--- src/rtl/tdpb_pkg.sv ---
// Package for the tail drop packet buffer: sizes, time type and shared unit codes.
package tdpb_pkg;

    // Queue storage; the ring index wraps naturally, so DEPTH is a power of two
    localparam int DEPTH     = 1024;
    localparam int ADDR_BITS = $clog2(DEPTH);
    localparam int CNT_BITS  = ADDR_BITS + 1;

    // Field widths
    localparam int TIME_BITS = 32;
    localparam int PROC_BITS = 16;
    localparam int SIZE_BITS = 11;

    localparam logic [SIZE_BITS-1:0] SIZE_RESET = SIZE_BITS'(1024);
    localparam logic [CNT_BITS-1:0]  CAP_MAX    = CNT_BITS'(DEPTH);

    typedef logic [TIME_BITS-1:0] t_time;
    typedef logic [ADDR_BITS-1:0] t_addr;
    typedef logic [CNT_BITS-1:0]  t_count;

    // Operations of the shared add/compare unit
    typedef enum logic {
        ALU_LE,   // flag = (a <= b)
        ALU_ADD   // val = a + b, saturated; flag = carry out
    } t_alu_op;

    typedef struct packed {
        logic  flag;
        t_time val;
    } t_alu_res;

endpackage

--- src/rtl/tdpb_alu.sv ---
// Shared adder: unsigned less-or-equal compare and saturating add.
module tdpb_alu import tdpb_pkg::*; (
    input  t_alu_op  i_op,
    input  t_time    i_a,
    input  t_time    i_b,
    output t_alu_res o_res
);

    t_time                x;
    t_time                y;
    logic                 cin;
    logic [TIME_BITS:0]   sum;

    // Compare runs as b - a: carry out means b >= a
    always_comb begin
        case (i_op)
            ALU_LE: begin
                x   = i_b;
                y   = ~i_a;
                cin = 1'b1;
            end
            default: begin
                x   = i_a;
                y   = i_b;
                cin = 1'b0;
            end
        endcase
        sum = {1'b0, x} + {1'b0, y} + {{TIME_BITS{1'b0}}, cin};
    end

    // Saturate the add at the time maximum on carry out
    always_comb begin
        o_res.flag = sum[TIME_BITS];
        if (i_op == ALU_ADD && sum[TIME_BITS]) begin
            o_res.val = '1;
        end else begin
            o_res.val = sum[TIME_BITS-1:0];
        end
    end

endmodule

--- config.mk ---
export PLATFORM = sky130hd
export DESIGN_NAME = tdpb_alu
export DESIGN_NICKNAME = d
export VERILOG_FILES = /design/src/rtl/tdpb_pkg.sv /design/src/rtl/tdpb_alu.sv
export SDC_FILE = /design/constraint.sdc
export NUM_CORES = 1
export LEC_CHECK = 0
export BUFFER_PORTS_ARGS = -buffer_cell sky130_fd_sc_hd__buf_4
export CAP_MARGIN = 20
export CORE_UTILIZATION = 53
export DETAILED_ROUTE_END_ITERATION = 10
export PLACE_DENSITY = 0.94
export SLEW_MARGIN = 10
export SYNTH_ARGS = -nofsm -noshare
export SYNTH_HDL_FRONTEND = slang
export SYNTH_SLANG_ARGS = --single-unit
--- constraint.sdc ---
create_clock -name vclk -period 4
set_input_delay 0.4 -clock vclk [all_inputs]
set_output_delay 0.4 -clock vclk [all_outputs]
set_load 0.02 [all_outputs]
# [Word-level counts from Yosys, hierarchy flattened]
# Index checks and enable logic that the tools add are counted.
[word_totals] romBits=0 mem_bits_rw=0 wordCells=8 n_memories=0 latch_bits=0 ff_bits=0
[op_classes] n_eq_ne=0 addsub=2 reduce_logical=1 div_mod_pow=0 magnitude_cmp=0 multipliers=0 muxes=4 n_shift=0 bitwise_logic=1
[ops] op="two-way mux 32 bit" n=3
[ops] op="adder 32 x 32 -> 33 bit" n=1
[ops] op="adder 33 x 1 -> 33 bit" n=1
[ops] op="inverter 32 bit" n=1
[ops] op="logical AND 1 bit" n=1
[ops] op="two-way mux 1 bit" n=1

# [Depth between registers and ports, before layout]
[logic_depth] depth_word=6 mapped_depth=15 depth_no_buf=11

# [Worst setup path before layout]
# No wires, ideal clock.
[synth_path] path_type="input to output" startpoint="in i_op" endpoint="out o_res[0] (netlist bit)" cell_stages=13 n_path_buf=3 setup_slack_ns=0.115 required_ns=3.600 t_arrival_ns=3.485 cell_sequence="buf_1 > clkbuf_1 > o21ai_0 > fa_1 > a21oi_1 > o221ai_1 > a21oi_1 > o21a_1 > nand2_1 > a311oi_1 > nand2b_1 > buf_2 > nand3_1"
[synth_lines] item="start: declaration" line_no="tdpb_alu.sv:3" source="input t_alu_op i_op,"
[synth_lines] item="end: declaration" line_no="tdpb_alu.sv:6" source="output t_alu_res o_res"

==> out/qor.yml <==
outcome:
  outcome: "completed"
logic_synthesis:
  synth_top_area_share_pct: 14.56
  syn-mean-instance-area_um2: 6.283
  synth.top_cells.by_area: "sky130_fd_sc_hd__ha_1 15%, sky130_fd_sc_hd__mux2i_1 12%, sky130_fd_sc_hd__nand2_1 11%, sky130_fd_sc_hd__o21ai_0 7.7%, sky130_fd_sc_hd__a21oi_1 6.8%"
  seq_area_frac_synth_pct: 0
  synth_cells: 424
  netlist_area_um2: 2664
  synth_common_cells: "78 x sky130_fd_sc_hd__nand2_1, 45 x sky130_fd_sc_hd__inv_1, 41 x sky130_fd_sc_hd__o21ai_0, 36 x sky130_fd_sc_hd__a21oi_1"
  synth_cell_type_count: 45
  post-synth-top-area-cell: "sky130_fd_sc_hd__ha_1"
  yosys.cell_count.top_type: "sky130_fd_sc_hd__nand2_1"
  synthesis.nets: 521
  synth.yosys.warnings: 0
clock_network:
  cts_resized: 0
  postCtsSetupBuffers: 0
  number_of_buffers_added_to_fix_hold_violations_after_cts: 0
grt:
  sum_of_overflow_across_all_layers_after_global_routing: 0
  grt_pass1_wl_mm: 11.75
  antenna_found_initial: 0
  grt_max_degree: 32
  grt_pass1_vias: 2982
  groute.usage.overall_pct: 26.09
worst_setup_path:
  critical_path_class: "input pin to output pin"
  worst-path-max-fanout: 29
  startpoint_type: "input pin"
  critical-path-max-stage-delay_ps: 510
  timing.critical_path.cells: "buf_4 > buf_8 > mux2i_1 > ha_1 > a21oi_1 > o21ai_1 > a2111oi_0 > nor3_1 > a211oi_1 > nor3b_1 > o21a_1 > o21ai_1 > buf_4"
  critical-path-slowest-cell: "sky130_fd_sc_hd__a2111oi_0"
  timing.critical_path.arrival_ps: 3370
  worst_setup_path_end_kind: "output pin"
  worst-endpoint-required_ps: 3600
drt:
  drt_pass1_iterations: 5
  routed_wl_mm: 7.183
  post-route-drc-count: 0
  num_vias: 3254
  via_to_cell_ratio: 5.640
  ant_nets: 0
  detail_route.wl_per_cell_um: 12.45
  drt_iter0_markers: 170
final_layout:
  insertedDiodeCount: 0
  layout.sequential_cells: 0
  layout.cells.non_filler: 577
  multi_input_comb_area_um2: 2429
  clkbuf_count: 0
  final_layout_size_suffix_gt1_share_pct: 22.55
  num-fill-cells: 394
  syn2layout_area_growth_pct: 31.42
  finalNetCount: 609
  register_area_um2: 0
sta:
  worst_relative_slew_slack_pct: 67.42
  fmax_mhz: 265.5
  final-max-slew-violation-count: 0
  final_period_minus_worst_setup_slack_ps: 3767
  worst-slew-pin-transition_ps: 476.3
  timing.final.setup_violations: 0
  timing.final.crit_share_pct: 94.18
  final_hold_viol_count: 0
  finalHoldWorstSlack_ps: 1142
floorplan:
  die-area_um2: 5314
  die_w_um: 72.90
  io_pins: 98
  core.rowCount: 25
  core_um2: 4786
  floorplan.initialDensity_pct: 55.66
  die_height_um: 72.90
placed_design:
  place.detailed.instances: 577
  gp_routability_congestion: 0.9383
  detailed_place_hpwl_mm: 5.886
  portBuffers: 98
min_path:
  worstHoldStart: "i_b[0]"
  hold_depth: 4
  min_path_type: "input pin to output pin"
  worst_case_hold_path_end_point: "o_res[0]"
flow_run:
  max_cap_viol_count: 0
power_and_ir_drop:
  vdd.ir_drop.worst_v: 0.0001494
  report.power.total_uw: 942.9
  power_per_cell_area_nw_per_um2: 269.3
  leakage_nw: 1.895
final cells by class:
type | count | area share, %
Inverter | 45 | 4.825
Multi-Input combinational cell | 359 | 69.37
Tap cell | 67 | 2.395
Timing Repair Buffer | 106 | 23.41
per-stage QoR:
step	area, um2	TNS, ps	worst slack [ps]	utilization, %
detailed placement	3477	0	152.4	72.65
global placement	3477	0	295.5	72.65
CTS	3477	0	119.8	72.65
finish	3501	0	232.8	73.15
floorplan	2664	0	114.9	-
global route	3501	-4.903	-3.106	73.15
routing by layer:
metal / vias up / track usage [%] / routed length [um] / part of all wire (%)
met3: 6 / 0.9669 / 346 / 4.8
met1: 1461 / 32.70 / 3156 / 44
li1: 1666 / - / - / -
met2: 121 / 49.74 / 3637 / 51
met5: - / 0 / 0 / 0
met4: 0 / 4.357 / 42 / 0.58
kinds of logic after synthesis:
| group | count (synthesis) | synth area share (%) |
|---|---|---|
| AO/OA/AOI/OAI | 136 | 32.79 |
| AND/OR/NAND/NOR | 134 | 22.31 |
| multiplexers | 32 | 12.07 |
| XOR/XNOR | 25 | 8.220 |
| buffers and inverters | 65 | 9.300 |
| adder cells (fa/ha/maj) | 32 | 15.31 |
power by group:
part	total (mW)	switching (mW)	internal, mW
logic	0.943	0.532	0.411
clock network	0	0	0
registers	0	0	0
total	0.943	0.532	0.411
worst max-delay path by stage:
stage	start	to	slack, ps
6_report	i_op	o_res[31]	230
5_1_grt	i_op	o_res[19]	-3
4_1_cts	i_op	o_res[19]	120
3_5_place_dp	i_op	o_res[19]	150
3_3_place_gp	i_op	o_res[31]	300
2_1_floorplan	i_op	o_res[0]	110
cell usage in the layout (no fill, tap or decap), types with 12 or more instances in the layout:
master and count:
sky130_fd_sc_hd__ha_1 31, sky130_fd_sc_hd__a21oi_1 35, sky130_fd_sc_hd__xor2_1 12, sky130_fd_sc_hd__inv_1 45
sky130_fd_sc_hd__o21ai_0 41, sky130_fd_sc_hd__xnor2_1 13, sky130_fd_sc_hd__nand2_1 78, sky130_fd_sc_hd__buf_4 103
sky130_fd_sc_hd__nor2_1 13, sky130_fd_sc_hd__mux2i_1 31, sky130_fd_sc_hd__a21o_1 14
critical path, delay by kind of cell:
family	cells	cell delay, ps
simple gates	2	270
buf+inv	3	640
fa+ha+maj	1	320
compound gates	6	1490
mux	1	230
(Power assumes the default switching activity.)
